[src/rtl/mwuf_pkg.sv]
// ----------------------------------------------------------------------------
// mwuf_pkg
// Shared constants, types and helpers for the maze wall union-find filter.
// ----------------------------------------------------------------------------
package mwuf_pkg;

    // Grid limits
    localparam int MAX_SIDE  = 32;
    localparam int MAX_CELLS = 1024;

    // Field and storage widths
    localparam int SIDE_W    = 6;
    localparam int COORD_W   = 5;
    localparam int CELL_W    = $clog2(MAX_CELLS);
    localparam int CNT_W     = $clog2(MAX_CELLS + 1);
    localparam int PROD_W    = (2 * SIDE_W > CNT_W) ? 2 * SIDE_W : CNT_W;
    localparam int CFG_IDX_W = 2;

    typedef logic [SIDE_W-1:0]  t_side;
    typedef logic [COORD_W-1:0] t_coord;
    typedef logic [CELL_W-1:0]  t_cell;
    typedef logic [CNT_W-1:0]   t_cnt;
    typedef logic [CFG_IDX_W-1:0] t_cfg_idx;

    // Configuration register indexes
    localparam t_cfg_idx REG_NUM_ROWS = t_cfg_idx'(0);
    localparam t_cfg_idx REG_NUM_COLS = t_cfg_idx'(1);

    // Parent store write port
    typedef struct packed {
        logic  en;
        t_cell addr;
        t_cell data;
    } t_ram_wr;

    // Cell indices of one wall and its range flag
    typedef struct packed {
        t_cell idx_a;
        t_cell idx_b;
        logic  bad;
    } t_wall_idx;

    // Zero counts as one, anything above the limit as the limit
    function automatic t_side clamp_side(input t_side v);
        t_side res;
        res = v;
        if (v == '0) begin
            res = t_side'(1);
        end else if (int'(v) > MAX_SIDE) begin
            res = t_side'(MAX_SIDE);
        end
        return res;
    endfunction

    // Number of cells in use, limited to the store depth
    function automatic t_cnt cells_in_use(input t_side rows, input t_side cols);
        logic [PROD_W-1:0] prod;
        t_cnt              res;
        prod = PROD_W'(rows) * PROD_W'(cols);
        if (int'(prod) > MAX_CELLS) begin
            res = t_cnt'(MAX_CELLS);
        end else begin
            res = prod[CNT_W-1:0];
        end
        return res;
    endfunction

endpackage

[src/rtl/mwuf_index.sv]
// ----------------------------------------------------------------------------
// mwuf_index
// Range check of a wall's coordinates and row-major cell index calculation.
// ----------------------------------------------------------------------------
module mwuf_index import mwuf_pkg::*; (
    input  t_side     i_rows,
    input  t_side     i_cols,
    input  t_cnt      i_cells,
    input  t_coord    i_row_a,
    input  t_coord    i_col_a,
    input  t_coord    i_row_b,
    input  t_coord    i_col_b,
    output t_wall_idx o_wall
);

    logic [PROD_W-1:0] lin_a;
    logic [PROD_W-1:0] lin_b;
    logic              out_grid;
    logic              out_cells;

    // Coordinates against the clamped grid
    assign out_grid = (SIDE_W'(i_row_a) >= i_rows) || (SIDE_W'(i_row_b) >= i_rows) ||
                      (SIDE_W'(i_col_a) >= i_cols) || (SIDE_W'(i_col_b) >= i_cols);

    // index = column + row * columns
    assign lin_a = PROD_W'(i_row_a) * PROD_W'(i_cols) + PROD_W'(i_col_a);
    assign lin_b = PROD_W'(i_row_b) * PROD_W'(i_cols) + PROD_W'(i_col_b);

    assign out_cells = (lin_a >= PROD_W'(i_cells)) || (lin_b >= PROD_W'(i_cells));

    assign o_wall.idx_a = lin_a[CELL_W-1:0];
    assign o_wall.idx_b = lin_b[CELL_W-1:0];
    assign o_wall.bad   = out_grid || out_cells;

endmodule

[config.mk]
export PLATFORM = sky130hd
export DESIGN_NAME = mwuf_index
export DESIGN_NICKNAME = d
export VERILOG_FILES = /design/src/rtl/mwuf_pkg.sv /design/src/rtl/mwuf_index.sv
export SDC_FILE = /design/constraint.sdc
export NUM_CORES = 1
export LEC_CHECK = 0
export BUFFER_PORTS_ARGS = -buffer_cell sky130_fd_sc_hd__buf_2
export CORE_UTILIZATION = 48
export DETAILED_ROUTE_END_ITERATION = 10
export PLACE_DENSITY = 0.71
export SYNTH_ARGS = -nofsm -noshare
export SYNTH_HDL_FRONTEND = slang
export SYNTH_SLANG_ARGS = --single-unit
[constraint.sdc]
create_clock -name vclk -period 20.9
set_clock_uncertainty 0.2 [all_clocks]
set_input_delay 4.18 -clock vclk [all_inputs]
set_output_delay 4.18 -clock vclk [all_outputs]
set_load 0.02 [all_outputs]
==> results.md <==
- Final Hold Fails: 0
- Power Density: 67.4 nW/um2
- Rows: 28
- NumNets Final: 605
- Synth Net Count: 544
- # clk buffers: 0
- Area growth syn-to-layout: 12.8%
- Yosys cell types: 39
- Outcome: finished clean
- Max Cap Violations: 0
- Comb pwr share: 100.0%
- First DRT Iteration DRCs: 69
- Clock share of power: 0%
- Worst slew pin tran: 386 ps
- Fmax: 73.5 MHz
- WP data required: 16520 ps
- Footprint of the multi-input gates: 2770 um2
- Leading cell types in the layout, fill and taps excluded: 88 x ha_1, 76 x inv_1, 64 x buf_2, 44 x nand2_1, 34 x fa_1
- Largest family of logic cells by synthesized area: adder cells
- Yosys top cell area share: 35.8%
- Final Setup Violations: 0
- Crit end category: output port
- VDD IR-drop max: 0.0776 mV
- DIE WIDTH: 82.0 um
- LEAKAGE: 0.00205 uW
- Critical Path AT: 9220 ps
- # IOs: 64
- Top cells by area, synth: ha_1 36%, fa_1 22%, inv_1 9.3%, nand2_1 5.4%, and2_1 4.3%
- FF+latch count: 0
- Post-CTS setup buffer count: 0
- Number of global-route vias before repair: 2683
- ANT cells: 0
- Startpoint class of the critical path: input pin
- Adder-Cell Fraction of Synth Area: 58.0%
- Core area: 6060 um2
- Seq pwr share: 0%
- RSZ-0062 raised after global routing: no
- Worst hold-check path type: in -> out
- Reg area: 0 um2
- Mean Syn Cell Area: 8.11 um2
- GR Util All Layers: 23.6%
- DRC violations left: 0
- Die Y-Extent: 82.0 um
- Fill count: 553
- Final Critical Period: 13600 ps
- Vias per inst: 5.21
- Biggest area consumer among synthesized cells: ha_1
- Rel. slew slack: 74.1%
- Synth Area in Compound Gates: 13.7%
- Cts hold-fix bufs: 0
- Register area share after synthesis: 0%
- Fin crit share: 65.1%
- GPL Wtd Cong: 0.860
- Post-Synth Simple-Gate Area: 15.6%
- Crit Path Category: in -> out
- Pwr Total: 234 uW
- Grt ovf: 0
- Internal power: 93.7 uW
- CP Max Fanout: 12
- Buffers on Ports: 64
- Routed via count: 2674
- Layout cells sized above 1: 15.3%
- Pin count of the biggest net entering global routing: 13
- Cts repair resizes: 0
- Sw power: 140 uW
- Starting Density: 50.7%
- Initial antenna violation count: 0
- Die area: 6730 um2
- Synth warnings: 0
- XOR/XNOR Fraction of Synth Area: 2.85%
- Iteration count of the initial detailed-routing pass: 4
- Switching Fraction: 59.9%
- Mapped cell area: 3070 um2
- Pins over their slew limit: 0
- Post-Syn Instances: 379
- Most common cell after layout, fill and taps aside: ha_1
- WL/cell: 14.1 um
- DRT antenna net count: 0
- DRT Wirelength: 7.25 mm
- Dpl hpwl: 6.49 mm
- First-pass GRT wire length: 12.2 mm
- Post-synthesis mux area share: 0%
- Setup_tns: 0 ps
==> metal layers <==
layer | wire length, um | GRT usage, %
met3 | 307 | 1.22
met5 | 0 | 0
met1 | 3480 | 32.7
met4 | 149 | 4.74
met2 | 3320 | 40.4
==> worst paths after layout <==
check	slack, ps	endpoint	startpoint	cells after the start
worst max-delay path	7300	o_wall[0]	i_cols[0]	20
worst min-delay path	8550	o_wall[11]	i_col_a[0]	3
==> cells by family (layout without fill, tap and decap cells) <==
| logic type | count (synthesis) | in the layout |
|---|---|---|
| AOI/OAI and AO/OA | 63 | 63 |
| buffers and inverters | 81 | 140 |
| xor gates and xnor gates | 10 | 10 |
| and+or+nand+nor | 103 | 103 |
| adders and majority gates | 122 | 122 |
==> cell usage after synthesis, types with 7 or more instances <==
cell       n
a211oi_1   7
a21o_1     8
a21oi_1   14
and2_1    21
fa_1      34
ha_1      88
inv_1     76
nand2_1   44
nor2_1    21
o21ai_0   10
xnor2_1    7
==> layout make-up <==
class / count / share of cell area (%)
inverter: 76 / 8.23
multi-input combinational: 298 / 79.8
tap: 75 / 2.71
timing repair buffer: 64 / 9.24
==> critical path, cell delays in order <==
cell      delay, ps
buf_2           220
nand2_1         110
fa_1            520
fa_1            520
fa_1            540
inv_1            40
ha_1            340
a21o_1          190
a21oi_1         240
o21ai_1         150
o41a_1          330
xor2_1          160
ha_1            190
or4_1           510
a221o_1         270
nor2_1          100
o311ai_1        100
a41oi_1         200
nand4_1         120
buf_2           180
==> power groups by stage <==
stage	clock network (uW)	registers [uW]	logic, uW
final	0	0	234
after global routing	0	0	267
after CTS	0	0	234
after detailed placement	0	0	233
after global placement	0	0	228
after floorplan	0	0	169
==> metrics by stage <==
stage          hold WS (ps)  utilization (%)  setup slack (ps)  cells  area, um2
6_report               8550             57.2              7300    513       3470
5_1_grt                8560             57.2              6980    513       3470
4_1_cts                8550             57.2              7330    513       3470
3_5_place_dp           8550             57.2              7350    513       3470
3_3_place_gp           8550             57.2              7460    513       3470
2_1_floorplan          8380                -              7680    379       3070
No activity file was read; power rests on OpenSTA's default activity.
